## src/assert_macros.svh

```systemverilog
// Assertion helpers shared by the RTL.
`ifndef ASSERT_MACROS_SVH
`define ASSERT_MACROS_SVH

// Property that must hold at every clock edge outside reset.
`define ASSERT_CLK(label, clk, rst_n, prop, msg) \
	label: assert property (@(posedge clk) disable iff (!rst_n) prop) else $error(msg);

// Condition that must never be seen at a clock edge outside reset.
`define ASSERT_NEVER(label, clk, rst_n, cond, msg) \
	label: assert property (@(posedge clk) disable iff (!rst_n) !(cond)) else $error(msg);

`endif

```

## src/ppt_pkg.sv

```systemverilog
package ppt_pkg;

	localparam int SAMPLE_BITS_DEF   = 12;
	localparam int FRACTION_BITS_DEF = 16;
	localparam int TIMER_BITS_DEF    = 16;

	localparam int DELAY_BITS = 16;
	localparam int ADDR_BITS  = 5;
	localparam int DATA_BITS  = 32;
	localparam int CODE_BITS  = 9;

	// padded bounds: floor(min * 108 / 100), floor(max * 92 / 100)
	localparam int PAD_MIN_MUL   = 108;
	localparam int PAD_MAX_MUL   = 92;
	localparam int PAD_DIV       = 100;
	localparam int PAD_GUARD     = 7;
	localparam int PAD_REM_BITS  = 7;

	localparam int CODE_SCALE  = 390;
	localparam int CODE_OFFSET = 60;

	localparam int NUM_TIMERS   = 4;
	localparam int TMR_A1       = 0;
	localparam int TMR_A2       = 1;
	localparam int TMR_BRAKE    = 2;
	localparam int TMR_DISAGREE = 3;

	localparam int RANGE_MIN_RST   = 0;
	localparam int RANGE_MAX_RST   = 4095;
	localparam int BRAKE_PRESS_RST = 2048;
	localparam int DELAY_RST       = 100;

	typedef enum logic [2:0] {
		REG_A1_MIN,
		REG_A1_MAX,
		REG_A2_MIN,
		REG_A2_MAX,
		REG_BRAKE_MIN,
		REG_BRAKE_MAX,
		REG_BRAKE_PRESS,
		REG_DELAY
	} ppt_reg_t;

	typedef enum logic [2:0] {
		S_IDLE,
		S_PAD,
		S_SETUP,
		S_DIV,
		S_MAP,
		S_OUT
	} ppt_state_t;

	typedef struct packed {
		logic load;
		logic pad_step;
		logic setup;
		logic div_step;
	} ppt_lane_ctrl_t;

	typedef struct packed {
		logic                  tick;
		logic                  drive;
		logic [NUM_TIMERS-1:0] cond;
	} ppt_timer_ctrl_t;

endpackage

```

## src/pedal_plausibility_throttle_map.sv

```systemverilog
// Sequence: a reading's transaction steps through S_PAD, S_SETUP, S_DIV and S_MAP after
//  acceptance and then waits in S_OUT; a tick's transaction goes from acceptance to S_OUT.
// Throughput: one transaction at a time, taken only in S_IDLE; a reading's pace is set by
//  the bit-serial divide-by-100 of the padded bounds and the bit-serial fraction divider.
//  A full output register holds the next result and the input.
// Reset: arst_n clears control, fault timers and registers to defaults at once.
`include "assert_macros.svh"

module pedal_plausibility_throttle_map #(
	parameter int SAMPLE_BITS   = ppt_pkg::SAMPLE_BITS_DEF,
	parameter int FRACTION_BITS = ppt_pkg::FRACTION_BITS_DEF,
	parameter int TIMER_BITS    = ppt_pkg::TIMER_BITS_DEF
) (
	input  logic                            clk,
	input  logic                            arst_n,
	// configuration port
	input  logic                            psel,
	input  logic                            penable,
	input  logic                            pwrite,
	input  logic [ppt_pkg::ADDR_BITS-1:0]   paddr,
	input  logic [ppt_pkg::DATA_BITS-1:0]   pwdata,
	output logic [ppt_pkg::DATA_BITS-1:0]   prdata,
	output logic                            pready,
	// input channel
	input  logic                            in_valid,
	output logic                            in_ready,
	input  logic                            kind,
	input  logic [SAMPLE_BITS-1:0]          accel_one_sample,
	input  logic [SAMPLE_BITS-1:0]          accel_two_sample,
	input  logic [SAMPLE_BITS-1:0]          brake_sample,
	// output channel
	output logic                            out_valid,
	input  logic                            out_ready,
	output logic                            throttle_valid,
	output logic [ppt_pkg::CODE_BITS-1:0]   throttle_code,
	output logic                            accel_one_range_fault,
	output logic                            accel_two_range_fault,
	output logic                            brake_range_fault,
	output logic                            pedal_disagree_fault,
	output logic                            brake_plausibility_fault,
	output logic                            brake_plausibility_cleared
);

	localparam int PW      = SAMPLE_BITS + ppt_pkg::PAD_GUARD;
	localparam int CNT_MAX = (PW > FRACTION_BITS) ? PW : FRACTION_BITS;
	localparam int CNT_W   = $clog2(CNT_MAX);
	localparam int FB      = FRACTION_BITS + 1;
	localparam int SW      = FRACTION_BITS + 2;
	localparam int MW      = FRACTION_BITS + 5;
	localparam int PRW     = FRACTION_BITS + 10;
	localparam int CB      = ppt_pkg::CODE_BITS;
	localparam int NT      = ppt_pkg::NUM_TIMERS;

	localparam logic [MW-1:0] ONE_W   = MW'(1) << FRACTION_BITS;
	localparam logic [FB-1:0] QUARTER = FB'(1) << (FRACTION_BITS - 2);

	// configuration
	logic [SAMPLE_BITS-1:0]         cfg_a1_min, cfg_a1_max, cfg_a2_min, cfg_a2_max;
	logic [SAMPLE_BITS-1:0]         cfg_br_min, cfg_br_max, cfg_br_press;
	logic [ppt_pkg::DELAY_BITS-1:0] cfg_delay;

	// control
	ppt_pkg::ppt_state_t       state_q, state_nx;
	logic [CNT_W-1:0]          cnt_q;
	logic                      in_accept, out_load, pad_last, div_last;
	ppt_pkg::ppt_lane_ctrl_t   lane_ctrl;
	ppt_pkg::ppt_timer_ctrl_t  tmr_ctrl;
	logic [NT-1:0]             tmr_cond;
	logic [NT-1:0]             tmr_expire;
	logic                      tick_q;

	// captured reading
	logic [SAMPLE_BITS-1:0]    a1_q, a2_q, br_q;

	// mapping
	logic [FB-1:0]             f1, f2, diff;
	logic [SW-1:0]             sum;
	logic                      press, pl_fault, pl_clear;
	logic [FB-1:0]             avg_q;
	logic                      pl_fault_q, pl_clear_q;
	logic [NT-1:0]             expire_q;
	logic [PRW-1:0]            prod;
	logic [CB-1:0]             code_calc;

	// output register
	logic                      out_valid_q, throttle_valid_q;
	logic [CB-1:0]             code_q;
	logic [NT-1:0]             range_fault_q;
	logic                      pl_fault_out_q, pl_clear_out_q;

	ppt_regs #(
		.SAMPLE_BITS(SAMPLE_BITS)
	) u_regs (
		.clk               (clk),
		.arst_n            (arst_n),
		.psel              (psel),
		.penable           (penable),
		.pwrite            (pwrite),
		.paddr             (paddr),
		.pwdata            (pwdata),
		.prdata            (prdata),
		.pready            (pready),
		.accel_one_min     (cfg_a1_min),
		.accel_one_max     (cfg_a1_max),
		.accel_two_min     (cfg_a2_min),
		.accel_two_max     (cfg_a2_max),
		.brake_min         (cfg_br_min),
		.brake_max         (cfg_br_max),
		.brake_press_level (cfg_br_press),
		.fault_delay_ticks (cfg_delay)
	);

	// Each lane turns one accelerator sample into a fraction: padded bounds first,
	// one bit per cycle, then the fraction, one quotient bit per cycle.
	ppt_lane #(
		.SAMPLE_BITS   (SAMPLE_BITS),
		.FRACTION_BITS (FRACTION_BITS)
	) u_lane_one (
		.clk    (clk),
		.arst_n (arst_n),
		.ctrl   (lane_ctrl),
		.sample (a1_q),
		.lo     (cfg_a1_min),
		.hi     (cfg_a1_max),
		.frac   (f1)
	);

	ppt_lane #(
		.SAMPLE_BITS   (SAMPLE_BITS),
		.FRACTION_BITS (FRACTION_BITS)
	) u_lane_two (
		.clk    (clk),
		.arst_n (arst_n),
		.ctrl   (lane_ctrl),
		.sample (a2_q),
		.lo     (cfg_a2_min),
		.hi     (cfg_a2_max),
		.frac   (f2)
	);

	ppt_timers #(
		.TIMER_BITS(TIMER_BITS)
	) u_timers (
		.clk    (clk),
		.arst_n (arst_n),
		.ctrl   (tmr_ctrl),
		.delay  (cfg_delay),
		.expire (tmr_expire)
	);

	// ------------------------------------------------------------------
	// Sequencer: one transaction at a time.
	// ------------------------------------------------------------------
	assign in_accept = in_valid && in_ready;
	assign out_load  = (state_q == ppt_pkg::S_OUT) && (!out_valid_q || out_ready);
	assign pad_last  = cnt_q == CNT_W'(PW - 1);
	assign div_last  = cnt_q == CNT_W'(FRACTION_BITS - 1);

	always_comb begin
		state_nx = state_q;
		unique case (state_q)
			ppt_pkg::S_IDLE: begin
				if (in_accept) begin
					state_nx = kind ? ppt_pkg::S_OUT : ppt_pkg::S_PAD;
				end
			end
			ppt_pkg::S_PAD: begin
				if (pad_last) begin
					state_nx = ppt_pkg::S_SETUP;
				end
			end
			ppt_pkg::S_SETUP: state_nx = ppt_pkg::S_DIV;
			ppt_pkg::S_DIV: begin
				if (div_last) begin
					state_nx = ppt_pkg::S_MAP;
				end
			end
			ppt_pkg::S_MAP: state_nx = ppt_pkg::S_OUT;
			ppt_pkg::S_OUT: begin
				if (out_load) begin
					state_nx = ppt_pkg::S_IDLE;
				end
			end
			default: state_nx = ppt_pkg::S_IDLE;
		endcase
	end

	always_comb begin
		in_ready           = state_q == ppt_pkg::S_IDLE;
		lane_ctrl.load     = in_accept && !kind;
		lane_ctrl.pad_step = state_q == ppt_pkg::S_PAD;
		lane_ctrl.setup    = state_q == ppt_pkg::S_SETUP;
		lane_ctrl.div_step = state_q == ppt_pkg::S_DIV;
		tmr_ctrl.tick      = in_accept && kind;
		tmr_ctrl.drive     = state_q == ppt_pkg::S_MAP;
		tmr_ctrl.cond      = tmr_cond;
	end

	always_ff @(posedge clk or negedge arst_n) begin
		if (!arst_n) begin
			state_q <= ppt_pkg::S_IDLE;
			cnt_q   <= '0;
			tick_q  <= 1'b0;
		end else begin
			state_q <= state_nx;
			// advance the bit counter only through the serial phases
			if ((state_q == ppt_pkg::S_PAD && !pad_last) ||
				(state_q == ppt_pkg::S_DIV && !div_last)) begin
				cnt_q <= cnt_q + CNT_W'(1);
			end else begin
				cnt_q <= '0;
			end
			if (in_accept) begin
				tick_q <= kind;
			end
		end
	end

	// hold the raw samples for the lanes and the range checks
	always_ff @(posedge clk) begin
		if (in_accept) begin
			a1_q <= accel_one_sample;
			a2_q <= accel_two_sample;
			br_q <= brake_sample;
		end
		// a tick advances the timers at acceptance: hold what expired
		if (tmr_ctrl.tick) begin
			expire_q <= tmr_expire;
		end
	end

	// ------------------------------------------------------------------
	// Checks and average, taken once both fractions are final.
	// ------------------------------------------------------------------
	assign sum      = SW'(f1) + SW'(f2);
	assign diff     = (f1 > f2) ? f1 - f2 : f2 - f1;
	assign press    = br_q >= cfg_br_press;
	assign pl_fault = press && (f1 >= QUARTER) && (f2 >= QUARTER);
	assign pl_clear = !pl_fault && (MW'(f1) * MW'(20) < ONE_W) && (MW'(f2) * MW'(20) < ONE_W);

	always_comb begin
		tmr_cond = '0;
		tmr_cond[ppt_pkg::TMR_A1]       = (a1_q < cfg_a1_min) || (a1_q > cfg_a1_max);
		tmr_cond[ppt_pkg::TMR_A2]       = (a2_q < cfg_a2_min) || (a2_q > cfg_a2_max);
		tmr_cond[ppt_pkg::TMR_BRAKE]    = (br_q < cfg_br_min) || (br_q > cfg_br_max);
		tmr_cond[ppt_pkg::TMR_DISAGREE] = MW'(diff) * MW'(10) > ONE_W;
	end

	always_ff @(posedge clk) begin
		if (state_q == ppt_pkg::S_MAP) begin
			avg_q      <= sum[SW-1:1];
			pl_fault_q <= pl_fault;
			pl_clear_q <= pl_clear;
		end
	end

	// code = floor(390 * avg / one) + 60, at most 450
	assign prod      = PRW'(avg_q) * PRW'(ppt_pkg::CODE_SCALE);
	assign code_calc = CB'(prod >> FRACTION_BITS) + CB'(ppt_pkg::CODE_OFFSET);

	// ------------------------------------------------------------------
	// Output register: load when empty or being drained, drop when taken.
	// ------------------------------------------------------------------
	always_ff @(posedge clk or negedge arst_n) begin
		if (!arst_n) begin
			out_valid_q <= 1'b0;
		end else if (out_load) begin
			out_valid_q <= 1'b1;
		end else if (out_ready) begin
			out_valid_q <= 1'b0;
		end
	end

	always_ff @(posedge clk) begin
		if (out_load) begin
			throttle_valid_q <= !tick_q;
			code_q           <= tick_q ? CB'(0) : code_calc;
			range_fault_q    <= tick_q ? expire_q : '0;
			pl_fault_out_q   <= !tick_q && pl_fault_q;
			pl_clear_out_q   <= !tick_q && pl_clear_q;
		end
	end

	assign out_valid                  = out_valid_q;
	assign throttle_valid             = throttle_valid_q;
	assign throttle_code              = code_q;
	assign accel_one_range_fault      = range_fault_q[ppt_pkg::TMR_A1];
	assign accel_two_range_fault      = range_fault_q[ppt_pkg::TMR_A2];
	assign brake_range_fault          = range_fault_q[ppt_pkg::TMR_BRAKE];
	assign pedal_disagree_fault       = range_fault_q[ppt_pkg::TMR_DISAGREE];
	assign brake_plausibility_fault   = pl_fault_out_q;
	assign brake_plausibility_cleared = pl_clear_out_q;

	`ASSERT_CLK(a_code_range, clk, arst_n, out_valid_q && throttle_valid_q |-> code_q >= CB'(ppt_pkg::CODE_OFFSET) && code_q <= CB'(ppt_pkg::CODE_OFFSET + ppt_pkg::CODE_SCALE), "throttle code out of range")
	`ASSERT_NEVER(a_plaus_excl, clk, arst_n, out_valid_q && pl_fault_out_q && pl_clear_out_q, "plausibility fault and clear together")
	`ASSERT_NEVER(a_reading_no_expiry, clk, arst_n, out_valid_q && throttle_valid_q && (range_fault_q != '0), "timer expiry on a reading")

endmodule

```

## src/ppt_regs.sv

```systemverilog
module ppt_regs #(
	parameter int SAMPLE_BITS = ppt_pkg::SAMPLE_BITS_DEF
) (
	input  logic                             clk,
	input  logic                             arst_n,
	input  logic                             psel,
	input  logic                             penable,
	input  logic                             pwrite,
	input  logic [ppt_pkg::ADDR_BITS-1:0]    paddr,
	input  logic [ppt_pkg::DATA_BITS-1:0]    pwdata,
	output logic [ppt_pkg::DATA_BITS-1:0]    prdata,
	output logic                             pready,
	output logic [SAMPLE_BITS-1:0]           accel_one_min,
	output logic [SAMPLE_BITS-1:0]           accel_one_max,
	output logic [SAMPLE_BITS-1:0]           accel_two_min,
	output logic [SAMPLE_BITS-1:0]           accel_two_max,
	output logic [SAMPLE_BITS-1:0]           brake_min,
	output logic [SAMPLE_BITS-1:0]           brake_max,
	output logic [SAMPLE_BITS-1:0]           brake_press_level,
	output logic [ppt_pkg::DELAY_BITS-1:0]   fault_delay_ticks
);

	ppt_pkg::ppt_reg_t reg_idx;
	logic              wr_en;

	logic [SAMPLE_BITS-1:0]         a1_min_q, a1_max_q, a2_min_q, a2_max_q;
	logic [SAMPLE_BITS-1:0]         br_min_q, br_max_q, br_press_q;
	logic [ppt_pkg::DELAY_BITS-1:0] delay_q;

	assign reg_idx = ppt_pkg::ppt_reg_t'(paddr[ppt_pkg::ADDR_BITS-1:2]);
	assign pready  = 1'b1;
	assign wr_en   = psel && penable && pwrite && pready;

	always_ff @(posedge clk or negedge arst_n) begin
		if (!arst_n) begin
			a1_min_q   <= SAMPLE_BITS'(ppt_pkg::RANGE_MIN_RST);
			a1_max_q   <= SAMPLE_BITS'(ppt_pkg::RANGE_MAX_RST);
			a2_min_q   <= SAMPLE_BITS'(ppt_pkg::RANGE_MIN_RST);
			a2_max_q   <= SAMPLE_BITS'(ppt_pkg::RANGE_MAX_RST);
			br_min_q   <= SAMPLE_BITS'(ppt_pkg::RANGE_MIN_RST);
			br_max_q   <= SAMPLE_BITS'(ppt_pkg::RANGE_MAX_RST);
			br_press_q <= SAMPLE_BITS'(ppt_pkg::BRAKE_PRESS_RST);
			delay_q    <= ppt_pkg::DELAY_BITS'(ppt_pkg::DELAY_RST);
		end else if (wr_en) begin
			unique case (reg_idx)
				ppt_pkg::REG_A1_MIN:      a1_min_q   <= pwdata[SAMPLE_BITS-1:0];
				ppt_pkg::REG_A1_MAX:      a1_max_q   <= pwdata[SAMPLE_BITS-1:0];
				ppt_pkg::REG_A2_MIN:      a2_min_q   <= pwdata[SAMPLE_BITS-1:0];
				ppt_pkg::REG_A2_MAX:      a2_max_q   <= pwdata[SAMPLE_BITS-1:0];
				ppt_pkg::REG_BRAKE_MIN:   br_min_q   <= pwdata[SAMPLE_BITS-1:0];
				ppt_pkg::REG_BRAKE_MAX:   br_max_q   <= pwdata[SAMPLE_BITS-1:0];
				ppt_pkg::REG_BRAKE_PRESS: br_press_q <= pwdata[SAMPLE_BITS-1:0];
				ppt_pkg::REG_DELAY:       delay_q    <= pwdata[ppt_pkg::DELAY_BITS-1:0];
				default: ;
			endcase
		end
	end

	always_comb begin
		unique case (reg_idx)
			ppt_pkg::REG_A1_MIN:      prdata = ppt_pkg::DATA_BITS'(a1_min_q);
			ppt_pkg::REG_A1_MAX:      prdata = ppt_pkg::DATA_BITS'(a1_max_q);
			ppt_pkg::REG_A2_MIN:      prdata = ppt_pkg::DATA_BITS'(a2_min_q);
			ppt_pkg::REG_A2_MAX:      prdata = ppt_pkg::DATA_BITS'(a2_max_q);
			ppt_pkg::REG_BRAKE_MIN:   prdata = ppt_pkg::DATA_BITS'(br_min_q);
			ppt_pkg::REG_BRAKE_MAX:   prdata = ppt_pkg::DATA_BITS'(br_max_q);
			ppt_pkg::REG_BRAKE_PRESS: prdata = ppt_pkg::DATA_BITS'(br_press_q);
			ppt_pkg::REG_DELAY:       prdata = ppt_pkg::DATA_BITS'(delay_q);
			default:                  prdata = '0;
		endcase
	end

	assign accel_one_min     = a1_min_q;
	assign accel_one_max     = a1_max_q;
	assign accel_two_min     = a2_min_q;
	assign accel_two_max     = a2_max_q;
	assign brake_min         = br_min_q;
	assign brake_max         = br_max_q;
	assign brake_press_level = br_press_q;
	assign fault_delay_ticks = delay_q;

endmodule

```

## src/ppt_lane.sv

```systemverilog
module ppt_lane #(
	parameter int SAMPLE_BITS   = ppt_pkg::SAMPLE_BITS_DEF,
	parameter int FRACTION_BITS = ppt_pkg::FRACTION_BITS_DEF
) (
	input  logic                    clk,
	input  logic                    arst_n,
	input  ppt_pkg::ppt_lane_ctrl_t ctrl,
	input  logic [SAMPLE_BITS-1:0]  sample,
	input  logic [SAMPLE_BITS-1:0]  lo,
	input  logic [SAMPLE_BITS-1:0]  hi,
	output logic [FRACTION_BITS:0]  frac
);

	localparam int PW = SAMPLE_BITS + ppt_pkg::PAD_GUARD;
	localparam int BW = SAMPLE_BITS + 1;
	localparam int RB = ppt_pkg::PAD_REM_BITS;
	localparam int RW = RB + 1;

	// one restoring step of the divide by 100: {quotient bit, new remainder}
	function automatic logic [RW-1:0] bound_div_step(input logic [RB-1:0] rem,
		input logic din);
		logic [RW-1:0] t;
		t = {rem, din};
		if (t >= RW'(ppt_pkg::PAD_DIV)) begin
			bound_div_step = {1'b1, RB'(t - RW'(ppt_pkg::PAD_DIV))};
		end else begin
			bound_div_step = {1'b0, t[RB-1:0]};
		end
	endfunction

	// dividend shifts out at the top, quotient shifts in at the bottom
	logic [PW-1:0]            pmin_sh_q, pmax_sh_q;
	logic [RB-1:0]            pmin_rem_q, pmax_rem_q;
	logic [RW-1:0]            pmin_nx, pmax_nx;

	logic [BW-1:0]            pmin, pmax, s_ext, x_val, d_val, div_t, div_sub;
	logic                     below, above, empty, full, div_ge;

	logic [SAMPLE_BITS-1:0]   rem_q, dsr_q;
	logic [FRACTION_BITS-1:0] quo_q;
	logic                     spec_q, spec_one_q;

	assign pmin_nx = bound_div_step(pmin_rem_q, pmin_sh_q[PW-1]);
	assign pmax_nx = bound_div_step(pmax_rem_q, pmax_sh_q[PW-1]);

	always_ff @(posedge clk) begin
		if (ctrl.load) begin
			pmin_sh_q  <= PW'(lo) * PW'(ppt_pkg::PAD_MIN_MUL);
			pmax_sh_q  <= PW'(hi) * PW'(ppt_pkg::PAD_MAX_MUL);
			pmin_rem_q <= '0;
			pmax_rem_q <= '0;
		end else if (ctrl.pad_step) begin
			pmin_sh_q  <= {pmin_sh_q[PW-2:0], pmin_nx[RW-1]};
			pmax_sh_q  <= {pmax_sh_q[PW-2:0], pmax_nx[RW-1]};
			pmin_rem_q <= pmin_nx[RB-1:0];
			pmax_rem_q <= pmax_nx[RB-1:0];
		end
	end

	assign pmin  = pmin_sh_q[BW-1:0];
	assign pmax  = pmax_sh_q[BW-1:0];
	assign s_ext = BW'(sample);
	assign below = s_ext < pmin;
	assign above = s_ext > pmax;
	assign empty = pmax == pmin;
	assign x_val = s_ext - pmin;
	assign d_val = pmax - pmin;
	assign full  = x_val == d_val;

	assign div_t   = {rem_q, 1'b0};
	assign div_ge  = div_t >= BW'(dsr_q);
	assign div_sub = div_ge ? div_t - BW'(dsr_q) : div_t;

	always_ff @(posedge clk) begin
		if (ctrl.setup) begin
			rem_q <= x_val[SAMPLE_BITS-1:0];
			dsr_q <= d_val[SAMPLE_BITS-1:0];
			quo_q <= '0;
		end else if (ctrl.div_step) begin
			rem_q <= div_sub[SAMPLE_BITS-1:0];
			quo_q <= {quo_q[FRACTION_BITS-2:0], div_ge};
		end
	end

	// below pmin wins, then above pmax, then the empty range, then a full-scale sample
	always_ff @(posedge clk or negedge arst_n) begin
		if (!arst_n) begin
			spec_q     <= 1'b0;
			spec_one_q <= 1'b0;
		end else if (ctrl.setup) begin
			spec_q     <= below || above || empty || full;
			spec_one_q <= !below && (above || (!empty && full));
		end
	end

	assign frac = spec_q ? {spec_one_q, FRACTION_BITS'(0)} : {1'b0, quo_q};

endmodule

```

## src/ppt_timers.sv

```systemverilog
`include "assert_macros.svh"

module ppt_timers #(
	parameter int TIMER_BITS = ppt_pkg::TIMER_BITS_DEF
) (
	input  logic                             clk,
	input  logic                             arst_n,
	input  ppt_pkg::ppt_timer_ctrl_t         ctrl,
	input  logic [ppt_pkg::DELAY_BITS-1:0]   delay,
	output logic [ppt_pkg::NUM_TIMERS-1:0]   expire
);

	localparam int NT = ppt_pkg::NUM_TIMERS;
	localparam int DB = ppt_pkg::DELAY_BITS;
	localparam int CW = (TIMER_BITS > DB) ? TIMER_BITS : DB;
	localparam logic [TIMER_BITS-1:0] TMAX = '1;

	logic [TIMER_BITS-1:0] count_q [NT];
	logic [TIMER_BITS-1:0] cnt_inc [NT];
	logic [NT-1:0]         running_q;
	logic [NT-1:0]         hit;
	logic [DB-1:0]         delay_eff;

	assign delay_eff = (delay == '0) ? DB'(1) : delay;

	always_comb begin
		for (int i = 0; i < NT; i++) begin
			cnt_inc[i] = (count_q[i] == TMAX) ? count_q[i] : count_q[i] + TIMER_BITS'(1);
			hit[i]     = CW'(cnt_inc[i]) >= CW'(delay_eff);
			expire[i]  = ctrl.tick && running_q[i] && hit[i];
		end
	end

	always_ff @(posedge clk or negedge arst_n) begin
		if (!arst_n) begin
			for (int i = 0; i < NT; i++) begin
				count_q[i] <= '0;
			end
			running_q <= '0;
		end else begin
			for (int i = 0; i < NT; i++) begin
				if (ctrl.tick) begin
					if (running_q[i]) begin
						if (hit[i]) begin
							running_q[i] <= 1'b0;
							count_q[i]   <= '0;
						end else begin
							count_q[i] <= cnt_inc[i];
						end
					end
				end else if (ctrl.drive) begin
					// a persisting condition keeps a running timer going
					if (ctrl.cond[i]) begin
						if (!running_q[i]) begin
							running_q[i] <= 1'b1;
							count_q[i]   <= '0;
						end
					end else begin
						running_q[i] <= 1'b0;
						count_q[i]   <= '0;
					end
				end
			end
		end
	end

	`ASSERT_NEVER(a_tick_and_drive, clk, arst_n, ctrl.tick && ctrl.drive, "tick and drive together")

	for (genvar g = 0; g < NT; g++) begin : g_chk
		`ASSERT_CLK(a_stopped_zero, clk, arst_n, !running_q[g] |-> count_q[g] == '0, "stopped timer not zero")
	end

endmodule

```

## config.mk

```make
export PLATFORM = sky130hd
export DESIGN_NAME = pedal_plausibility_throttle_map
export DESIGN_NICKNAME = d
export VERILOG_FILES = /design/src/ppt_pkg.sv /design/src/pedal_plausibility_throttle_map.sv /design/src/ppt_regs.sv /design/src/ppt_lane.sv /design/src/ppt_timers.sv
export VERILOG_INCLUDE_DIRS = /design/src /design/src/src
export SDC_FILE = /design/constraint.sdc
export NUM_CORES = 2
export LEC_CHECK = 0
export ABC_AREA = 0
export BUFFER_PORTS_ARGS = -buffer_cell sky130_fd_sc_hd__buf_4
export CAP_MARGIN = 20
export CORE_MARGIN = 10
export CORE_UTILIZATION = 45
export DETAILED_ROUTE_END_ITERATION = 12
export PLACE_DENSITY = 0.68
export SLEW_MARGIN = 20
export SYNTH_ARGS = -nofsm -noshare
export SYNTH_HDL_FRONTEND = slang
export SYNTH_SLANG_ARGS = --single-unit
```

## constraint.sdc

```tcl
create_clock -name clk -period 10.7 [get_ports clk]
set_clock_uncertainty 0.15 [all_clocks]
set_input_delay 2.14 -clock clk [delete_from_list [all_inputs] [get_ports clk]]
set_output_delay 2.14 -clock clk [all_outputs]
set_load 0.05 [all_outputs]
```

# --- After elaboration in Yosys (flattened, before gate mapping) ---
# Cells that the tools add are included.
op_classes:
  n_addsub: 19
  mul: 8
  n_div: 0
  n_lt_le_gt_ge: 27
  eq_ne: 34
  shifts: 0
  muxes: 80
  n_bitwise: 0
  n_reduce_logical: 69
op_table:
  columns: ["cell", "n"]
  rows:
  - ["$mux W16", 29]
  - ["$pmux W32 S8", 1]
  - ["$mux W19", 8]
  - ["$mux W12", 6]
  - ["$mul A12 B5 Y17 const B", 4]
  - ["$add A16 B1 Y16 const B", 4]
  - ["$eq A16 B16 Y1 const B", 4]
  - ["$ge A16 B16 Y1", 4]
  - ["$eq A13 B13 Y1", 4]
  - ["$mux W17", 3]
  - ["$lt A21 B17 Y1 const B", 2]
  - ["$mul A17 B3 Y19 const B", 2]
  - ["$gt A12 B12 Y1", 3]
  - ["$lt A12 B12 Y1", 3]
  - ["$ge A17 B15 Y1 const B", 2]
  - ["$sub A17 B17 Y17", 2]
  - ["$ge A8 B7 Y1 const B", 4]
  - ["$mux W8", 4]
  - ["$sub A7 B7 Y7 const B", 4]
  - ["$ge A13 B12 Y1", 2]
  - ["$gt A12 B13 Y1", 2]
  - ["$logic_and A1 B1 Y1", 26]
  - ["$lt A12 B13 Y1", 2]
  - ["$sub A12 B13 Y13", 2]
  - ["other kinds (30)", 110]
word_totals:
  ff_bits: 441
  latch_bits: 0
  mem_bits_rw: 0
  rom_bits: 0
  in_bits: 81
  out_inout_bits: 51
  word_cells: 288
  memories: 0

# --- Logic depth before layout (Yosys ltp) ---
logic_depth:
  depth_word: 8
  mapped_depth: 30

# --- Hierarchy ---
# Synthesis repeated with hierarchy kept, for this count alone.
unflattened:
  hier_cells: 4183
  hier_area_um2: 39698.1
by_module_without_submodules:
  columns: ["mod", "n_inst", "cells_per_inst", "area_per_inst_um2", "seq_area_each_um2"]
  rows:
  - ["ppt_lane", 2, 981, 8939.8, 2472.4]
  - ["pedal_plausibility_throttle_map", 1, 1186, 11199.5, 2502.4]
  - ["ppt_timers", 1, 684, 5804.3, 1701.6]
  - ["ppt_regs", 1, 351, 4814.6, 2552.4]

# --- Worst setup path after synthesis ---
# No wires, ideal clock.
synth_timing:
  kind: "register to register"
  from: "reg u_lane_two.spec_q"
  to: "reg u_timers.count_q[14] (netlist name)"
  setup_time_ns: 0.125
  arrival_ns: 6.580
  required_time_ns: 10.425
  slack_ns: 3.845
  path_stages_with_launch: 30
  n_path_buf: 5
  synth_period_minus_slack_ns: 6.855
  cell_sequence: "dfrtp_1 > clkbuf_1 > nand2b_1 > inv_1 > ha_1 > clkbuf_1 > nand4_1 > or4_1 > o22ai_1 > a21o_1 > buf_1 > clkbuf_1 > nand3_1 > o31ai_1 > xnor2_1 > ha_1 > ha_1 > fa_1 > a21o_1 > a21oi_1 > o211ai_1 > a31oi_1 > nor2b_1 > o21ai_0 > a41oi_1 > or2_1 > a2111oi_4 > a21oi_2 > buf_6 > mux2_4"
synth_via:
  elab_chain_len: 8
synth_rtl:
  columns: ["element", "line_no", "rtl"]
  rows:
  - ["from (decl)", "ppt_lane.sv:41", "logic spec_q, spec_one_q;"]
  - ["from (signal assigned)", "ppt_lane.sv:91", "spec_q <= below || above || empty || full;"]
  - ["$mux W17 (*)", "ppt_lane.sv:96", "assign frac = spec_q ? {spec_one_q, FRACTION_BITS'(0)} : {1'b0, quo_q};"]
  - ["$sub A17 B17 Y17 / $gt A17 B17 Y1 (equally long branches)", "pedal_plausibility_throttle_map.sv:236", "assign diff = (f1 > f2) ? f1 - f2 : f2 - f1;"]
  - ["$mux W17 (*)", "pedal_plausibility_throttle_map.sv:236", null]
  - ["$mul A17 B3 Y20 (*)", "pedal_plausibility_throttle_map.sv:246", "tmr_cond[ppt_pkg::TMR_DISAGREE] = MW'(diff) * MW'(10) > ONE_W;"]
  - ["$gt A21 B17 Y1 (*)", "pedal_plausibility_throttle_map.sv:246", null]
  - ["$mux W16", "ppt_timers.sv:53", "if (ctrl.cond[i]) begin"]
  - ["$mux W16", "ppt_timers.sv:51", "end else if (ctrl.drive) begin"]
  - ["$mux W16", "ppt_timers.sv:42", "if (ctrl.tick) begin"]
  - ["to (signal, indexed assignment)", "ppt_timers.sv:48", "count_q[i] <= cnt_inc[i];"]
  - ["to (decl)", "ppt_timers.sv:18", "logic [TIMER_BITS-1:0] count_q [NT];"]
# Mark *: on every way between the ends. The rest lies on a longest branch, timed or not. The select of a mux whose other input is x is not followed.
# A chain may end at the register's enable or synchronous reset.

# --- Final worst setup path ---
layout_timing:
  from: "reg u_lane_two.spec_q"
  to: "reg u_timers.count_q[13] (netlist name)"
# The elaborated chain is that of the path after synthesis.

==> metrics.txt <==
Mapped Cells=4197; Slew headroom=12.3%; Initial DRC Count=2251; final cycle utilization of the critical path=75.4%; drt pass-1 iters=6; most used cell, CP=ha_1; Peak VDD IR=0.195 mV; Min Hold Slack=0.281 ns; Setup Fix Bufs, Post-CTS=0; RSZ-0062 raised after global routing=false; Die W=310 µm; min Tclk post-route=8.07 ns; Nets=5007; worst min path class=flop to flop; Die ar.=0.0960 mm²; Setup TNS Final=0 ns; Area Growth Syn to Fin=9.21%; Starting Density=45.3%; via count=29500; final setup vio count=0; gr usage total=20.0%; core area=0.0834 mm²; row cnt=106; post-layout util=49.5%; Worst Tran Pin Value=1.28 ns; critical path capture point type=flop; CP Max Fanout=21; Sink Count=441; Worst Path Arrival=8.43 ns; power density cells=292 mW/mm²; H-Tree Depth=2; Min-Delay Path Depth=2; detailed-placement wirelength estimate=74200 µm; first-pass GRT wire length=155000 µm; number of synthesized flops with an enable pin=191; Post-Place Setup Slack=2.75 ns; hold_buf cts=0; cts bufs inserted=52; Root Driver=clkbuf_16; Static Leak=20.2 nW; CP peak stage delay=0.78 ns; Avg WL per Cell=18.0 µm; mapped cell area=0.0378 mm²; syn avg cell area=9.01 µm²; Worst Reg-to-Reg Cells=23; Max clock buf depth=3; Ys Warns=0; CP max-delay cell=a21oi_2; fmax=0.124 GHz; Data required, critical path=11.07 ns; antenna violations before repair=1; Top Ports=132; post-synthesis sequential area ratio=30.9%; number of max-cap violations=0; Final Hold Fails=0; Antenna Violating Nets Remaining=0; Max Slew Vio Count=0; final worst slack=2.63 ns; largest net degree at the start of global routing=77; Worst-path clk slew=0.06 ns; FF+latch count, synth=441; die height=310 µm; post_cts resized=0; Worst Path Class, Setup=flop to flop; number of global-route vias before repair=28800; I/O Buffers=96; startpoint types=flop; Post-Route WL=96400 µm; crit-path cells=nand2b_1 > inv_1 > ha_1 > nand4_1 > or4_1 > o22ai_1 > a21o_1 > mux2i_1 > inv_1 > ha_1 > ha_1 > fa_1 > a21o_1 > a21oi_1 > o211ai_1 > a31oi_1 > nor2b_1 > o21ai_0 > a21oi_1 > a31oi_1 > a2111oi_4 > a21oi_2 > mux2_2; share of flip-flops with an asynchronous set or reset after synthesis=41.3%; outcome=finished clean; gr ovfl total=0; via/cell ratio=5.51; CTS tree=done; worst-skew pair later-pin latency=0.64 ns; DR DRC count=0; top_reg_cell synth=edfxtp_1; post-synth cell types=85; ratio of cells with drive above 1 in the final layout=7.15%; GPL Wtd Cong=0.898
==> worst paths after layout <==
path / from / to / slack, ns
hold reg to reg: u_lane_one.quo_q[15] / u_lane_one.quo_q[15] / 0.28
hold / removal: u_lane_one.quo_q[15] / u_lane_one.quo_q[15] / 0.28
min in group asynchronous: arst_n / u_timers.count_q[63] / 1.37
setup reg to reg: u_lane_two.spec_q / u_timers.count_q[13] / 2.63
setup / recovery: u_lane_two.spec_q / u_timers.count_q[13] / 2.63
max in group asynchronous: arst_n / u_regs.brake_min[1] / 7.72
==> worst max-delay path, delay by kind of cell (launching register included) <==
family          cells  cell delay (ns)
compound gates     11             3.35
fa+ha+maj           4             1.49
simple gates        4             1.13
mux                 2             0.89
flops               1             0.75
buf+inv             2             0.19
==> cell usage after synthesis (all sizes together) (72+ instances only) <==
master,n,area share [%]
nand2b,72,1.2
a21oi,215,2.9
inv,539,5.4
clkbuf,105,1.0
ha,592,20
a21o,120,2.4
o21ai,329,4.4
dfrtp,142,9.4
xor2,78,1.8
xnor2,150,3.5
fa,100,5.3
nand3,130,1.7
nand2,376,3.7
nor2,221,2.2
edfxtp,191,15
==> per-layer routing <==
metal | part of all wire, % | GRT usage, % | vias up
met2 | 44 | 31.6 | 750
met3 | 6.0 | 2.71 | 147
li1 | - | - | 14700
met1 | 47 | 28.0 | 14000
met4 | 3.1 | 6.35 | 0
met5 | 0 | 0 | -
==> stage by stage <==
step | std cells | instance area, µm² | power, mW
CTS | 5358 | 41300 | 12.1
detailed placement | 5260 | 39500 | 10.2
finish | 5360 | 41300 | 12.1
global placement | 5260 | 39500 | 9.97
floorplan | 4212 | 37900 | 8.44
global route | 5359 | 41300 | 13.3
==> sequential cells by signal (all words and copies together), names as in the netlist, 16 cells and up <==
| register | cells |
|---|---|
| u_timers.count_q | 64 |
| u_regs.fault_delay_ticks | 16 |
| u_lane_two.quo_q | 16 |
| u_lane_one.pmax_sh_q | 19 |
| u_lane_two.pmin_sh_q | 19 |
| u_lane_one.pmin_sh_q | 19 |
| u_lane_one.quo_q | 16 |
| avg_q | 17 |
| u_lane_two.pmax_sh_q | 19 |
==> placed cells by master, fill, tap and decap left out, types with 31 or more instances in the layout <==
master,n
o21bai_1,37
dfxtp_1,68
fa_1,100
clkbuf_16,52
a21oi_1,213
nand2b_1,71
xor2_1,78
o21a_1,31
edfxtp_1,191
nor2b_1,62
nand3_1,130
nand4_1,62
o21ai_0,325
nor2_1,219
o22ai_1,43
xnor2_1,150
buf_4,118
nand2_1,375
nor3_1,63
mux2i_1,47
inv_1,536
dfstp_2,40
ha_1,592
a21o_1,120
dfrtp_1,142
==> cell families after synthesis <==
logic type	after synthesis	share of synthesized area, %
flip-flops	441	30.9
other	2	0.0199
adder cells (fa/ha/maj)	692	24.9
multiplexers	68	1.91
XOR/XNOR	228	5.28
AND/OR/NAND/NOR	1090	13.6
buffers and inverters	691	7.16
AO/OA/AOI/OAI	985	16.3
==> power breakdown <==
group	internal [mW]	leakage [nW]	switching (mW)
Sequential	2.37	4.60	0.352
Clock	1.09	0.867	0.782
Combinational	3.10	14.8	4.38
Total	6.56	20.2	5.52
==> cell type report <==
class	instances	area, µm²
flip-flops and latches	441	11700
multi-input cells	3080	23500
inverters	540	2030
fillers	7761	42100
repair buffers	119	900
well taps	1080	1350
diodes	2	5.00
clock buffers	74	1480
clock inverters	24	302
(Power assumes the default switching activity.)
